`src/hw/rtl/fdl_pkg.sv`:
```
// ----------------------------------------------------------------------------
// fdl_pkg
// Types, constants and codes shared by the feedback fractional delay block.
// ----------------------------------------------------------------------------
package fdl_pkg;

   // default sizes
   localparam int DEF_BUFFER_DEPTH = 131072;
   localparam int DEF_CHANNELS     = 2;

   // field widths
   localparam int SAMPLE_W = 24;
   localparam int DWHOLE_W = 17;
   localparam int DFRAC_W  = 8;
   localparam int FB_W     = 16;
   localparam int MIX_W    = 17;

   // register port
   localparam int CSR_ADDR_W = 4;
   localparam int CSR_DATA_W = 32;

   // register reset values and limits
   localparam logic [DWHOLE_W-1:0] DWHOLE_RST = 17'd12000;
   localparam logic [DFRAC_W-1:0]  DFRAC_RST  = 8'd0;
   localparam logic [FB_W-1:0]     FB_RST     = 16'd19661;
   localparam logic [MIX_W-1:0]    MIX_RST    = 17'd32768;
   localparam logic [FB_W-1:0]     FB_MAX     = 16'd62259;
   localparam logic [MIX_W-1:0]    MIX_ONE    = 17'd65536;

   // shared multiply-accumulate unit
   localparam int MAC_A_W = 32;
   localparam int MAC_B_W = 18;
   localparam int MAC_P_W = MAC_A_W + MAC_B_W;

   // register indexes
   typedef enum logic [1:0] {
      REG_DELAY_WHOLE = 2'd0,
      REG_DELAY_FRAC  = 2'd1,
      REG_FEEDBACK    = 2'd2,
      REG_MIX         = 2'd3
   } reg_index_type;

   // configuration seen by the datapath
   typedef struct packed {
      logic [DWHOLE_W-1:0] delay_whole;
      logic [DFRAC_W-1:0]  delay_frac;
      logic [FB_W-1:0]     feedback_gain;
      logic [MIX_W-1:0]    mix_gain;
   } cfg_type;

   // control of the multiply-accumulate unit
   typedef struct packed {
      logic issue;
      logic clear;
   } mac_ctrl_type;

   // sequencer states
   typedef enum logic [3:0] {
      ST_IDLE,
      ST_ADDR,
      ST_RD1,
      ST_RD2,
      ST_MAC1,
      ST_MAC2,
      ST_MAC3,
      ST_MAC4,
      ST_MAC5,
      ST_DONE
   } seq_state_type;

endpackage

```
`src/hw/rtl/fdl_mac.sv`:
```
// ----------------------------------------------------------------------------
// fdl_mac
// Shared signed 32x18 multiplier with a registered product and accumulator.
// ----------------------------------------------------------------------------
module fdl_mac
   import fdl_pkg::*;
(
   input  logic                       clock,
   input  logic                       reset,
   input  mac_ctrl_type               ctrl,
   input  logic signed [MAC_A_W-1:0]  op_a,
   input  logic signed [MAC_B_W-1:0]  op_b,
   output logic signed [MAC_P_W-1:0]  acc
);

   logic signed [MAC_P_W-1:0] prod_ff;
   logic signed [MAC_P_W-1:0] prod_in;
   logic signed [MAC_P_W-1:0] acc_ff;
   logic signed [MAC_P_W-1:0] acc_in;
   logic                      prod_valid_ff;
   logic                      clear_ff;

   // multiply stage
   assign prod_in = op_a * op_b;

   always_ff @(posedge clock) begin
      prod_ff <= prod_in;
   end

   always_ff @(posedge clock) begin
      if (reset) begin
         prod_valid_ff <= 1'b0;
         clear_ff      <= 1'b0;
      end else begin
         prod_valid_ff <= ctrl.issue;
         clear_ff      <= ctrl.clear;
      end
   end

   // accumulate stage
   always_comb begin
      acc_in = acc_ff;
      if (prod_valid_ff) begin
         acc_in = (clear_ff ? '0 : acc_ff) + prod_ff;
      end
   end

   always_ff @(posedge clock) begin
      acc_ff <= acc_in;
   end

   assign acc = acc_ff;

endmodule

```
`config.mk`:
```
export PLATFORM = sky130hd
export DESIGN_NAME = fdl_mac
export DESIGN_NICKNAME = d
export VERILOG_FILES = /design/src/hw/rtl/fdl_pkg.sv /design/src/hw/rtl/fdl_mac.sv
export SDC_FILE = /design/constraint.sdc
export NUM_CORES = 2
export LEC_CHECK = 0
export BUFFER_PORTS_ARGS = -buffer_cell sky130_fd_sc_hd__buf_2
export CORE_MARGIN = 5
export CORE_UTILIZATION = 45
export DETAILED_ROUTE_END_ITERATION = 12
export REMOVE_ABC_BUFFERS = 1
export SETUP_SLACK_MARGIN = 0.4
export SLEW_MARGIN = 20
export SYNTH_ARGS = -nofsm -noshare
export SYNTH_HDL_FRONTEND = slang
export SYNTH_SLANG_ARGS = --single-unit
```
`constraint.sdc`:
```
create_clock -name clock -period 7.86 [get_ports clock]
set_input_delay 1.572 -clock clock [delete_from_list [all_inputs] [get_ports clock]]
set_output_delay 1.572 -clock clock [all_outputs]
set_load 0.01 [all_outputs]
```
# Yosys cells after proc, flatten, opt, wreduce, memory -nomap -nowiden

Cells that the tools add are included.

Bits in registers: 102
Bits in latches: 0
Memory bits (writable): 0
Memory bits (read-only): 0
Input port bits: 54
Output and inout bits: 50
Memories kept: 0

Add/sub/neg operators: 1
Multipliers: 1
Divide/modulo/power cells: 0
$lt $le $gt $ge: 0
Equal/unequal tests: 0
Shift-type cells: 0
Mux-type cells: 1
Bitwise gates (word level): 0
Reduce and logical (&&, ||, !) cells: 0

Operator list:

| operator       | count |
|---|---|
| $add 50x50->50 | 1 |
| $mul 32x18->50 | 1 |
| $mux 50        | 1 |

# Logic depth before layout (Yosys ltp)

Depth after elaboration: 2
Mapped depth: 25
Gate-level depth less buffers: 24

# Worst setup path before layout

Ideal clock, no wire load.

Path type: input to register
From: input port op_a[19]
To: register prod_ff[49]
Library setup time: 72 ps
Arrival time: 7499 ps
Data required time: 7788 ps
Path slack: 289 ps
Stages: 23
Path buffers: 2
Cells stage by stage: clkbuf_1 clkbuf_1 nand2_1 fa_1 fa_1 fa_1 inv_1 fa_1 fa_1 inv_1 fa_1 inv_1 ha_1 a21o_1 a21o_1 a21oi_1 o21ai_1 nor4b_1 o21ai_1 a2111oi_1 o31ai_1 a21oi_1 xnor2_1

Longest elaborated chain between the ends: 1

RTL lines:

| element               | line          | source |
|---|---|---|
| start, declared       | fdl_mac.sv:11 | `input logic signed [MAC_A_W-1:0] op_a,` |
| $mul 32x18->50        | fdl_mac.sv:24 | `assign prod_in = op_a * op_b;` |
| named net prod_in[49] | fdl_mac.sv:17 | `logic signed [MAC_P_W-1:0] prod_in;` |
| end signal, assigned  | fdl_mac.sv:27 | `prod_ff <= prod_in;` |
| end, declared         | fdl_mac.sv:16 | `logic signed [MAC_P_W-1:0] prod_ff;` |

The timed path passes the listed nets, and every way through them passes these cells.
A chain may end at the register's enable or synchronous reset.

# Worst setup path in the final report

From: input port op_b[12]
To: register prod_ff[44]

Longest elaborated chain between the ends: 1

RTL lines:

| element               | line          | source |
|---|---|---|
| start, declared       | fdl_mac.sv:12 | `input logic signed [MAC_B_W-1:0] op_b,` |
| $mul 32x18->50        | fdl_mac.sv:24 |  |
| named net prod_in[44] | fdl_mac.sv:17 |  |

The timed path passes the listed nets, and every way through them passes these cells.

==> impl_metrics.env <==
export IMPL_status="finished clean"
export IMPL_place_detailed_hpwl_um=55400
export IMPL_critPathMaxStageDelay_ps=630
export IMPL_placementRows=87
export IMPL_drive_gt1_share_pct=10.5
export IMPL_worstPathRequired_ps=8150
export IMPL_cts_buffers=9
export IMPL_ys_ff_latch=102
export IMPL_yosysWarnings=0
export IMPL_cp_common_cell="fa_1"
export IMPL_synthArstFlopShare_pct=0
export IMPL_yosysTopAreaCellShare_pct=43.6
export IMPL_fin_hold_ws_ps=538
export IMPL_cts_tree="built"
export IMPL_syn_to_final_growth_pct=10.6
export IMPL_die_y_um=248
export IMPL_syn_instance_count=2811
export IMPL_worst_pin_slew_ps=715
export IMPL_antenna_found_initial=1
export IMPL_synthTopCellsByArea="fa_1 44%, inv_1 9.5%, ha_1 8.4%"
export IMPL_r2r_start="clear_ff"
export IMPL_dr_first_iter_drc_count=902
export IMPL_cp_arrival_ps=7570
export IMPL_synth_cell_types=62
export IMPL_drtAntennaViolNets=0
export IMPL_hold_viol=0
export IMPL_startpoint_type="primary input"
export IMPL_grt_total_usage_pct=21.9
export IMPL_cp_cell_sequence="clkbuf_4 -> buf_4 -> and2_1 -> fa_1 -> inv_1 -> fa_1 -> inv_1 -> fa_1 -> fa_1 -> fa_1 -> inv_1 -> fa_1 -> inv_1 -> ha_1 -> nand4_1 -> or2_4 -> o211ai_1 -> a21oi_2 -> o21a_1 -> o21a_1 -> or4b_2 -> nand4_1"
export IMPL_remaining_drc_errors=0
export IMPL_grt_max_degree=51
export IMPL_grt_pass1_wl_um=108000
export IMPL_min_period_over_period_pct=92.6
export IMPL_start_util_pct=45.2
export IMPL_critPathTopFamily="adder cells"
export IMPL_min_to="acc[0]"
export IMPL_gp_congestion=0.881
export IMPL_rr_endpoint="acc[42]"
export IMPL_hold_path_depth=1
export IMPL_period_minus_slack_ps=7280
export IMPL_cp_max_fo=14
export IMPL_cts_buffer_depth=2
export IMPL_h_tree_depth=3
export IMPL_setup_viol=0
export IMPL_first_global_vias=21200
export IMPL_synth_edf_count=50
export IMPL_synth_area_um2=25400
export IMPL_cts_num_sinks=102
export IMPL_via_per_inst=5.10
export IMPL_antenna_cells=0
export IMPL_maxSlewHeadroom_pct=52.3
export IMPL_yosysTopAreaCell="fa_1"
export IMPL_vias=18900
export IMPL_finalNetCount=3733
export IMPL_wl_per_cell_um=17.2
export IMPL_drt_pass1_iterations=5
export IMPL_design_die_area_um2=61300
export IMPL_fmax_mhz=137
export IMPL_reg2reg_depth=15
export IMPL_fp_coreArea_um2=56200
export IMPL_synth_ff_type="dfxtp_1"
export IMPL_holdCritStartpoint="prod_ff[0]"
export IMPL_clk_latency_ps=360
export IMPL_drt_total_wl_um=63900
export IMPL_maxCapViolCount=0
export IMPL_final_max_slew_violation_count=0
export IMPL_fin_util_pct=50.1
export IMPL_clock_skew_ps=15.6
export IMPL_cp_slowest_cell="or4b_2"
export IMPL_hp_class="reg -> reg"
export IMPL_avgSynthCellArea_um2=9.04
export IMPL_die_x_um=248
export IMPL_portBuffers=103
export IMPL_ys_seq_area_share_pct=10.0
export IMPL_cts_root_buf="clkbuf_16"
export IMPL_worstSetupEndpointType="flip-flop"
export IMPL_rsz0062_at_grt="yes"
export IMPL_crit_type="in -> reg"
export IMPL_postCtsHoldBufs=0
export IMPL_pin_count=104
export IMPL_cts_clk_slew_worst_paths_ps=70
export IMPL_n_fill_cell=5366
export IMPL_reg2reg_setup_slack_ps=3560
export IMPL_cp_buffers_inverters=6
export IMPL_grt_overflow=0
==> cell usage after synthesis, types with 12 or more instances <==
| cell type | count |
|---|---|
| inv_1 | 645 |
| fa_1 | 554 |
| nand2_1 | 368 |
| and2_1 | 229 |
| ha_1 | 170 |
| clkbuf_1 | 114 |
| a21oi_1 | 86 |
| nor2_1 | 78 |
| xnor2_1 | 70 |
| nor2b_1 | 65 |
| dfxtp_1 | 52 |
| edfxtp_1 | 50 |
| o21ai_0 | 47 |
| a21o_1 | 46 |
| o21a_1 | 28 |
| xor2_1 | 24 |
| nand2b_1 | 23 |
| nand3_1 | 19 |
| nor3_1 | 18 |
| nand4_1 | 14 |
| o21bai_1 | 12 |
==> worst register-to-register path, cell delays in order (launching register included) <==
cell      delay [ps]
dfxtp_2          320
buf_4            470
nor2b_1          130
ha_1             250
inv_1             90
fa_1             200
nand2b_1         130
a21oi_1          100
or4_1            500
a21oi_1          350
o21ai_1          260
a311oi_2         490
o211ai_1         210
a31oi_2          320
o21ai_1          120
xnor2_1          140
==> sequential cells by signal, indices dropped and copies added (netlist names) <==
name	cells
acc	50
prod_valid_ff	1
prod_ff	50
clear_ff	1
==> logic make-up after synthesis <==
kind of cell               share of synthesized area (%)
DFF                                                 10.0
xor gates and xnor gates                            3.24
AOI/OAI and AO/OA                                   7.31
buffers and inverters                               11.3
and+or+nand+nor                                     16.1
adders and majority gates                           52.0
==> per-layer routing <==
metal  GRT usage (%)  share of wire, %
met2            41.0                53
met4            6.79               3.8
met5               0                 0
met1            26.8                40
met3            1.87               3.5
==> layout by cell type (no fill, tap or decap), drive strengths merged, types with 10 or more instances in the layout <==
| cell | count |
|---|---|
| o211ai | 11 |
| inv | 650 |
| clkbuf | 14 |
| nand4 | 14 |
| o21bai | 12 |
| a21oi | 86 |
| a211oi | 10 |
| o21a | 28 |
| nor2 | 78 |
| nand3 | 19 |
| nand2b | 23 |
| xnor2 | 70 |
| nor2b | 65 |
| and2 | 229 |
| edfxtp | 50 |
| fa | 554 |
| buf | 246 |
| ha | 170 |
| xor2 | 24 |
| o21ai | 54 |
| dfxtp | 52 |
| nor3 | 18 |
| a21o | 46 |
| nand2 | 368 |
==> through the flow <==
step | area [um^2] | TNS (ps) | setup slack (ps) | instances
floorplan | 25000 | 0 | 640 | 2693
global placement | 27600 | -945 | -408 | 3699
detailed placement | 27600 | -1210 | -461 | 3699
CTS | 28000 | 0 | 345 | 3715
global route | 28100 | 0 | 363 | 3716
finish | 28100 | 0 | 579 | 3716
==> repair_timing <==
item                       CTS  global route
setup endpoints to repair    8            12
pin swaps                    6            17
resized for setup           14            42
buffers inserted             0             1
==> worst max-delay path by stage <==
stage / startpoint / slack, ps / endpoint / depth (start not counted)
2_1_floorplan: op_a[10] / 640 / prod_ff[49] / 24
3_3_place_gp: op_b[4] / -410 / prod_ff[49] / 27
3_5_place_dp: op_b[4] / -460 / prod_ff[49] / 25
4_1_cts: op_b[12] / 340 / prod_ff[49] / 24
5_1_grt: op_b[4] / 360 / prod_ff[49] / 27
6_report: op_b[12] / 580 / prod_ff[44] / 22
==> final cells by class <==
| type | count | area [um^2] | area share [%] |
|---|---|---|---|
| multi-input cells | 1945 | 20100 | 71.6 |
| repair buffers | 251 | 1760 | 6.26 |
| inverters | 646 | 2420 | 8.62 |
| clock inverters | 7 | 73.8 | 0.263 |
| flip-flops and latches | 102 | 2540 | 9.05 |
| well taps | 756 | 946 | 3.36 |
| clock buffers | 9 | 225 | 0.801 |
Power is not shown: default switching activity piles up to over one toggle a cycle in this logic, so the estimate is an artifact.
