===== config.mk =====
export PLATFORM = sky130hd
export DESIGN_NAME = fdl_csr
export DESIGN_NICKNAME = d
export VERILOG_FILES = /design/src/hw/rtl/fdl_pkg.sv /design/src/hw/rtl/fdl_csr.sv
export SDC_FILE = /design/constraint.sdc
export NUM_CORES = 1
export LEC_CHECK = 0
export BUFFER_PORTS_ARGS = -buffer_cell sky130_fd_sc_hd__buf_2
export CORE_AREA = 2 2 103 105
export CTS_CLUSTER_DIAMETER = 200
export DETAILED_ROUTE_END_ITERATION = 8
export DIE_AREA = 0 0 105 107
export GPL_TIMING_DRIVEN = 1
export PLACE_DENSITY_LB_ADDON = 0.1
export SLEW_MARGIN = 20
export SYNTH_ARGS = -nofsm -noshare
export SYNTH_HDL_FRONTEND = slang
export SYNTH_SLANG_ARGS = --single-unit

===== constraint.sdc =====
create_clock -name clock -period 1.57 [get_ports clock]
set_input_delay 0.157 -clock clock [delete_from_list [all_inputs] [get_ports clock]]
set_output_delay 0.157 -clock clock [all_outputs]
set_load 0.03 [all_outputs]

===== src/hw/rtl/fdl_pkg.sv =====
// ----------------------------------------------------------------------------
// fdl_pkg
// Types, constants and codes shared by the feedback fractional delay block.
// ----------------------------------------------------------------------------
package fdl_pkg;

   // default sizes
   localparam int DEF_BUFFER_DEPTH = 131072;
   localparam int DEF_CHANNELS     = 2;

   // field widths
   localparam int SAMPLE_W = 24;
   localparam int DWHOLE_W = 17;
   localparam int DFRAC_W  = 8;
   localparam int FB_W     = 16;
   localparam int MIX_W    = 17;

   // register port
   localparam int CSR_ADDR_W = 4;
   localparam int CSR_DATA_W = 32;

   // register reset values and limits
   localparam logic [DWHOLE_W-1:0] DWHOLE_RST = 17'd12000;
   localparam logic [DFRAC_W-1:0]  DFRAC_RST  = 8'd0;
   localparam logic [FB_W-1:0]     FB_RST     = 16'd19661;
   localparam logic [MIX_W-1:0]    MIX_RST    = 17'd32768;
   localparam logic [FB_W-1:0]     FB_MAX     = 16'd62259;
   localparam logic [MIX_W-1:0]    MIX_ONE    = 17'd65536;

   // shared multiply-accumulate unit
   localparam int MAC_A_W = 32;
   localparam int MAC_B_W = 18;
   localparam int MAC_P_W = MAC_A_W + MAC_B_W;

   // register indexes
   typedef enum logic [1:0] {
      REG_DELAY_WHOLE = 2'd0,
      REG_DELAY_FRAC  = 2'd1,
      REG_FEEDBACK    = 2'd2,
      REG_MIX         = 2'd3
   } reg_index_type;

   // configuration seen by the datapath
   typedef struct packed {
      logic [DWHOLE_W-1:0] delay_whole;
      logic [DFRAC_W-1:0]  delay_frac;
      logic [FB_W-1:0]     feedback_gain;
      logic [MIX_W-1:0]    mix_gain;
   } cfg_type;

   // control of the multiply-accumulate unit
   typedef struct packed {
      logic issue;
      logic clear;
   } mac_ctrl_type;

   // sequencer states
   typedef enum logic [3:0] {
      ST_IDLE,
      ST_ADDR,
      ST_RD1,
      ST_RD2,
      ST_MAC1,
      ST_MAC2,
      ST_MAC3,
      ST_MAC4,
      ST_MAC5,
      ST_DONE
   } seq_state_type;

endpackage


===== src/hw/rtl/fdl_csr.sv =====
// ----------------------------------------------------------------------------
// fdl_csr
// Configuration registers behind a simple peripheral bus port.
// ----------------------------------------------------------------------------
module fdl_csr
   import fdl_pkg::*;
(
   input  logic                  clock,
   input  logic                  reset,
   input  logic                  psel,
   input  logic                  penable,
   input  logic                  pwrite,
   input  logic [CSR_ADDR_W-1:0] paddr,
   input  logic [CSR_DATA_W-1:0] pwdata,
   output logic [CSR_DATA_W-1:0] prdata,
   output logic                  pready,
   output cfg_type               cfg
);

   cfg_type       cfg_ff;
   cfg_type       cfg_in;
   logic          wr_en;
   reg_index_type idx;

   assign pready = 1'b1;
   assign wr_en  = psel && penable && pwrite;
   assign idx    = reg_index_type'(paddr[3:2]);

   // register write decode
   always_comb begin
      cfg_in = cfg_ff;
      if (wr_en) begin
         case (idx)
            REG_DELAY_WHOLE: cfg_in.delay_whole   = pwdata[DWHOLE_W-1:0];
            REG_DELAY_FRAC:  cfg_in.delay_frac    = pwdata[DFRAC_W-1:0];
            REG_FEEDBACK:    cfg_in.feedback_gain = pwdata[FB_W-1:0];
            REG_MIX:         cfg_in.mix_gain      = pwdata[MIX_W-1:0];
            default:         cfg_in = cfg_ff;
         endcase
      end
   end

   always_ff @(posedge clock) begin
      if (reset) begin
         cfg_ff.delay_whole   <= DWHOLE_RST;
         cfg_ff.delay_frac    <= DFRAC_RST;
         cfg_ff.feedback_gain <= FB_RST;
         cfg_ff.mix_gain      <= MIX_RST;
      end else begin
         cfg_ff <= cfg_in;
      end
   end

   // register read back
   always_comb begin
      case (idx)
         REG_DELAY_WHOLE: prdata = CSR_DATA_W'(cfg_ff.delay_whole);
         REG_DELAY_FRAC:  prdata = CSR_DATA_W'(cfg_ff.delay_frac);
         REG_FEEDBACK:    prdata = CSR_DATA_W'(cfg_ff.feedback_gain);
         REG_MIX:         prdata = CSR_DATA_W'(cfg_ff.mix_gain);
         default:         prdata = '0;
      endcase
   end

   assign cfg = cfg_ff;

endmodule


# Word-level counts from Yosys, hierarchy flattened
# Cells that the tools add are included.
[word_totals]
reg_bits = 58
input_bits = 41
out_inout_bits = 91
[op_classes]
n_eq_ne = 3
n_mux = 1
reduce_logical = 7
[op_table]
columns = ["op", "count"]
rows = [
  ["case mux 32 bit (4 select lines)", 1],
  ["AND reduction 2 bit", 4],
  ["== test 2 bit (second input constant)", 2],
  ["== test 2 x 1 -> 1 bit (second input constant)", 1],
  ["logical AND 1 bit", 2],
  ["zero test 2 bit", 1],
]

# Logic depth before layout (Yosys ltp)
# Gate-level depths: netlist of the first run.
[logic_depth]
depth_word = 3
depth_mapped = 5
depth_no_buf = 3

# Worst setup path before layout of the first run
# Ideal clock, no wire load.
[synth_path]
path_kind = "in2out"
from = "input port paddr[2]"
to = "output port prdata[11]"
arrival_time_ps = 1075
required_ps = 1413
path_slack_ps = 338
stages = 4
path_cell_list = "buf_6 -> buf_6 -> mux2_2 -> a22o_1"
[synth_between]
elab_chain_len = 2
word_cells_on_any_way = 5
[synth_rtl]
columns = ["item", "line", "source"]
rows = [
  ["start: declaration", "fdl_csr.sv:13", "input logic [CSR_ADDR_W-1:0] paddr,"],
  ["== test 2 bit, or another cell as far along", "fdl_csr.sv:56", "case (idx)"],
  ["case mux 32 bit (4 select lines) (*)", "fdl_csr.sv:56", ""],
  ["end: declaration", "fdl_csr.sv:15", "output logic [CSR_DATA_W-1:0] prdata,"],
]
# Mark *: on every way between the ends. The rest lies on a longest branch, timed or not. The select of a mux whose other input is x is not followed.

# Worst setup path after layout of the first run
[layout_path]
from = "register cfg_ff (netlist bit cfg[4])"
to = "output port prdata[4]"
[layout_between]
elab_chain_len = 1
[layout_rtl]
columns = ["item", "line", "source"]
rows = [
  ["start: declaration", "fdl_csr.sv:20", "cfg_type cfg_ff;"],
  ["start signal: assignment", "fdl_csr.sv:50", "cfg_ff <= cfg_in;"],
  ["case mux 32 bit (4 select lines)", "fdl_csr.sv:56", ""],
]
# No other way between the ends. The select of a mux whose other input is x is not followed.

==> results of run 1 <==
-- where the power goes --
part | switching (uW) | internal (uW)
sequential | 15.3 | 1490
clock | 593 | 1100
combinational | 286 | 166
-- routing by layer --
layer,vias up,wire (um),track usage (%)
li1,1115,-,-
met3,6,447,4.80
met1,1033,3490,17.9
met4,0,74,4.00
met2,71,3420,21.4
met5,-,0,0
-- metrics by stage --
step | power (uW) | hold WS (ps) | setup WS [ps] | instances
6_report | 3660 | 99.2 | 104 | 517
5_1_grt | 3840 | 78.3 | 23.9 | 517
4_1_cts | 3720 | 76.7 | 73.9 | 517
3_5_place_dp | 2000 | 437 | 128 | 501
3_3_place_gp | 2000 | 431 | 142 | 501
2_1_floorplan | 1910 | 312 | 338 | 290
-- final cells by class --
type                            count  share of cell area [%]
Clock buffer                       12                    3.82
Clock inverter                      4                    2.60
Multi-Input combinational cell    196                    42.1
Sequential cell                    58                    30.5
Tap cell                          136                    4.47
Timing Repair Buffer              111                    16.4
-- logic make-up (layout without fill, tap and decap cells) --
kind of cell | count (synthesis) | count (layout)
AO/OA/AOI/OAI | 11 | 11
buffers and inverters | 36 | 127
flip-flops | 58 | 58
multiplexers | 71 | 71
other | 2 | 16
AND/OR/NAND/NOR | 98 | 98
-- worst min path at each step --
stage	to	startpoint	slack [ps]
final	cfg[11]	pwdata[11]	100
after global routing	cfg[11]	pwdata[11]	80
after CTS	cfg[11]	pwdata[11]	80
after detailed placement	cfg[31]	pwdata[14]	440
after global placement	cfg[20]	pwdata[3]	430
after floorplan	cfg[10]	pwdata[10]	310
-- worst max-delay path: cells and delay by family (launching register included) --
family   cells  cell delay, ps
buf+inv      1             190
flops        1             330
mux          1             460
-- cells in the final DEF, fill, tap and decap left out, types with 2 or more instances in the layout --
cell	n
mux2i_1	55
nand2_1	2
buf_12	3
clkbuf_8	10
clkbuf_1	2
bufinv_16	3
mux4_2	8
nor2_1	22
and3_1	4
conb_1	16
buf_4	10
mux2_2	8
nand2b_1	59
a22o_1	8
a211o_1	3
buf_2	98
dfxtp_1	58
==> metrics.yaml, run 1 <==
sta:
  finalCritPeriodShare_pct: 93.4
  clock_skew_ps: 0
  relSlewSlack_pct: 66.6
  setup_violations: 0
  setup_tns_ps: 0
  rsz0062_at_grt: "false"
  layout_min_cycle_time_ps: 1470
  fmax_mhz: 682
  drv_slew: 0
  hold_viol_final: 0
  tightest_slew_ps: 501
grt:
  grt_overflow: 0
  grt_max_degree: 85
  grtUsageTotal_pct: 13.7
  antenna_found_initial: 0
  grt_pass1_vias: 2132
  grt_pass1_wl_um: 11800
synthesis:
  synth-seq-cells: 58
  netlist_instances: 276
  synth_area_leaders: "dfxtp_1, mux2i_1, nand2b_1"
  synthXorXnorAreaFrac_pct: 0
  synthTopCellsByCount: "nand2b_1, dfxtp_1, mux2i_1"
  yosys.area.top_type: "dfxtp_1"
  yosysSeqAreaShare_pct: 38.9
  syn-mean-instance-area_sq_um: 10.8
  synth_top_area_share_pct: 38.9
  syn_area_sq_um: 2980
  synth_edf_count: 0
  synthMuxAreaShare_pct: 27.5
  ys.flop_type: "dfxtp_1"
  synth.most_common_cell: "nand2b_1"
  synthAdderAreaFrac_pct: 0
  synth_cell_types: 26
  synth-simple-area-share_pct: 21.0
  synth_top_family_by_area: "multiplexers"
  yosysWarningCount: 0
  synth_compound_area_share_pct: 3.23
  synthArstFlopShare_pct: 0
run_status:
  status: "finished, final reports clean"
detailed_routing:
  num_vias: 2225
  firstDrtPassIters: 4
  finalWirelength_um: 7430
  post_drt_wl_per_cell_um: 14.4
  vias_per_cell: 4.30
  dr.first_iter.drc_count: 64
  drc: 0
  ant_nets: 0
min_path:
  worstHoldPathCells: 3
  min_path_type: "primary input to register"
cts:
  cts-root-buf: "clkbuf_8"
  clockBufferDepth: 2
  postCtsSetupBuffers: 0
  clk_latency_ps: 320
  cts_hold_buf: 0
  cts_tree: "yes"
  clock-sinks: 58
  cts_buffers: 9
  cts.clk_slew.worst_paths_ps: 70
  htree_levels: 3
  cts-resized-gates: 0
placed_design:
  dp_hpwl_um: 5310
  placed_cell_area_sq_um: 3560
  routabilityCongestion: 0.742
  port-buffer-count: 98
floorplan:
  rows: 37
  fp.dieH_um: 107
  core_area_sq_um: 10100
  start_util_pct: 29.6
  ios: 132
  fp.dieArea_sq_um: 11200
  fp.dieW_um: 105
pwr:
  p_leak_uw: 0.00183
  powerDensity_nw_per_um2: 961
  vdd_drop_max_uv: 481
worst_setup_path:
  worstRegToRegCells: 1
  reg2reg_setup_slack_ps: 870
  path_class: "register to output pin"
  crit_end: "prdata[4]"
  crit_path_max_incr_delay_ps: 460
  crit_arrival_ps: 1310
  path_cells: "mux4_2 > buf_2"
  cp_max_fo: 3
  cp.required_ps: 1410
  cp-start-kind: "register"
  reg2reg_to: "cfg[50]"
  worstSetupStartpoint: "cfg[4]"
  crit_slowest_cell: "mux4_2"
  end_kind: "output pin"
  rr_startpoint: "cfg[50]"
layout:
  fin_nets: 417
  nFillCells: 1050
  largest_reg_flops: 58
  layout-drive-gt1-share_pct: 39.4
  seq_area_sq_um: 1160
  multi_input_area_sq_um: 1600
  fin_area_sq_um: 3800
  diodes: 0
  area_growth_pct: 27.5
  fin_util_pct: 37.7
run:
  max_cap_violations: 0
Note: power is estimated with default switching activity, not from simulation.
==> run 2: changes to the inputs <==
--- a/config.mk
+++ b/config.mk
@@ -6,10 +6,10 @@
 export NUM_CORES = 1
 export LEC_CHECK = 0
 export BUFFER_PORTS_ARGS = -buffer_cell sky130_fd_sc_hd__buf_2
-export CORE_AREA = 2 2 103 105
+export CORE_AREA = 2 2 119 92
 export CTS_CLUSTER_DIAMETER = 200
 export DETAILED_ROUTE_END_ITERATION = 8
-export DIE_AREA = 0 0 105 107
+export DIE_AREA = 0 0 121 94
 export GPL_TIMING_DRIVEN = 1
 export PLACE_DENSITY_LB_ADDON = 0.1
 export SLEW_MARGIN = 20
==> metrics.yaml, run 2 (same netlist as run 1, synthesis figures left out) <==
floorplan:
  fp.dieArea_sq_um: 11400  # +1.2%
  start_util_pct: 29.5  # -0.11 points
  ios: 132  # unchanged
  rows: 32  # -14%
  fp.dieH_um: 94  # -12%
  core_area_sq_um: 10100  # +0.37%
  fp.dieW_um: 121  # +15%
pwr:
  seq_power_share_pct: 38.3  # -2.9 points
  p_sw_share_pct: 24.7  # +0.26 points
  p_leak_uw: 0.00185  # +0.82%
  pwr-share-clk_pct: 50.1  # +3.7 points
  p_int_uw: 2970  # +7.5%
  powerDensity_nw_per_um2: 1020  # +6.6%
  p_total_uw: 3940  # +7.9%
  switchingPower_uw: 976  # +9.0%
  power_frac_comb_pct: 11.6  # -0.8 points
  vdd_drop_max_uv: 431  # -10%
sta:
  fmax_mhz: 671  # -1.7%
  finalCritPeriodShare_pct: 94.9  # +1.6 points
  rsz0062_at_grt: "false"
  setup_violations: 0  # unchanged
  hold_viol_final: 0  # unchanged
  tightest_slew_ps: 536  # +34.9 ps
  drv_slew: 0  # unchanged
  relSlewSlack_pct: 64.3  # -2.3 points
  setup_tns_ps: 0  # unchanged
  clock_skew_ps: 0  # unchanged
  layout_min_cycle_time_ps: 1490  # +24.7 ps
layout:
  multi_input_area_sq_um: 1600  # unchanged
  fin_util_pct: 38.0  # +0.33 points
  layout-drive-gt1-share_pct: 39.3  # -0.056 points
  diodes: 0  # unchanged
  area_growth_pct: 29.1
  most-common-layout-cells: "buf_2, nand2b_1, dfxtp_1"
  final_common_cell: "buf_2"
  largest_reg_flops: 58  # unchanged
  nFillCells: 1031  # -1.8%
  fin_nets: 415  # -0.48%
  seq_area_sq_um: 1160  # unchanged
min_path:
  min_path_type: "primary input to register"
  min-delay-start: "pwdata[14]"
cts:
  cts-root-buf: "clkbuf_16"
  htree_levels: 3  # unchanged
  cts.clk_slew.worst_paths_ps: 50  # -20 ps
  cts_tree: "yes"
  cts_buffers: 9  # unchanged
  clk_latency_ps: 320  # about the same
  clock-sinks: 58  # unchanged
  cts_hold_buf: 0  # unchanged
  postCtsSetupBuffers: 0  # unchanged
  clockBufferDepth: 2  # unchanged
  cts-resized-gates: 0  # unchanged
run_status:
  status: "finished, final reports clean"
detailed_routing:
  dr.first_iter.drc_count: 72  # +13%
  drc: 0  # unchanged
  vias_per_cell: 4.38  # +1.7%
  firstDrtPassIters: 4  # unchanged
  post_drt_wl_per_cell_um: 15.4  # +7.2%
  ant_nets: 0  # unchanged
  finalWirelength_um: 7930  # +6.8%
  num_vias: 2254  # +1.3%
placed_design:
  routabilityCongestion: 0.712  # -4.0%
  dp_hpwl_um: 5610  # +5.7%
  port-buffer-count: 98  # unchanged
worst_setup_path:
  cp-start-kind: "register"
  worstSetupStartpoint: "cfg[44]"
  cp.required_ps: 1410  # about the same
  cp_max_fo: 3  # unchanged
  path_class: "register to output pin"
  rr_startpoint: "cfg[46]"
  end_kind: "output pin"
  crit_arrival_ps: 1330  # +20 ps
grt:
  grt_max_degree: 54  # -36%
  grt_pass1_vias: 2235  # +4.8%
  grt_overflow: 0  # unchanged
  grt_pass1_wl_um: 12500  # +5.4%
  grtUsageTotal_pct: 14.7  # +0.96 points
  antenna_found_initial: 0  # unchanged
run:
  max_cap_violations: 0  # unchanged
[run 2: changes by cell type in the layout (fill, tap and decap cells not counted), sizes merged]
cell,previous run,this run
buf,111,109
clkinvlp,0,2
bufinv,3,1
[run 2: metrics by stage]
| step | cell area (sq um) | cells | setup WS [ps] | hold slack, ps |
|---|---|---|---|---|
| 3_5_place_dp | 3540 | 499 | 88.4 | 446 |
| 2_1_floorplan | 3040 | 290 | 338 | 312 |
| 4_1_cts | 3850 | 515 | 54.6 | 95.2 |
| 6_report | 3850 | 515 | 79.4 | 105 |
| 3_3_place_gp | 3540 | 499 | 110 | 432 |
| 5_1_grt | 3850 | 515 | 43.1 | 120 |
[run 2: worst paths after layout]
check / slack (ps) / cells after the start / to
max: 80 / 2 / prdata[3]
min: 110 / 3 / cfg[31]
max reg2reg: 880 / 1 / cfg[46]
min reg2reg: 480 / 2 / cfg[41]
[run 2: layout make-up]
cell class,count,area share [%]
Multi-Input combinational cell,196,41.6
Sequential cell,58,30.1
Timing Repair Buffer,109,15.9
Clock buffer,12,6.66
Tap cell,136,4.42
Clock inverter,4,1.30
[run 2: power groups by stage]
stage | registers (uW) | logic, uW | clock network [uW]
after global placement | 1540 | 460 | 0
after CTS | 1510 | 463 | 2050
after floorplan | 1580 | 331 | 0
final | 1510 | 457 | 1980
after detailed placement | 1540 | 462 | 0
after global routing | 1510 | 491 | 2110
[run 2: worst max-delay path: stages (launching register included)]
cell     delay [ps]
dfxtp_1         350
mux4_2          470
buf_2           190
[run 2: layer usage]
layer | wire length, um | global-route usage, % | up-vias
li1 | - | - | 1104
met1 | 3950 | 20.0 | 1066
met2 | 3440 | 21.8 | 74
met3 | 449 | 4.31 | 10
met4 | 87 | 5.52 | 0
met5 | 0 | 0 | -
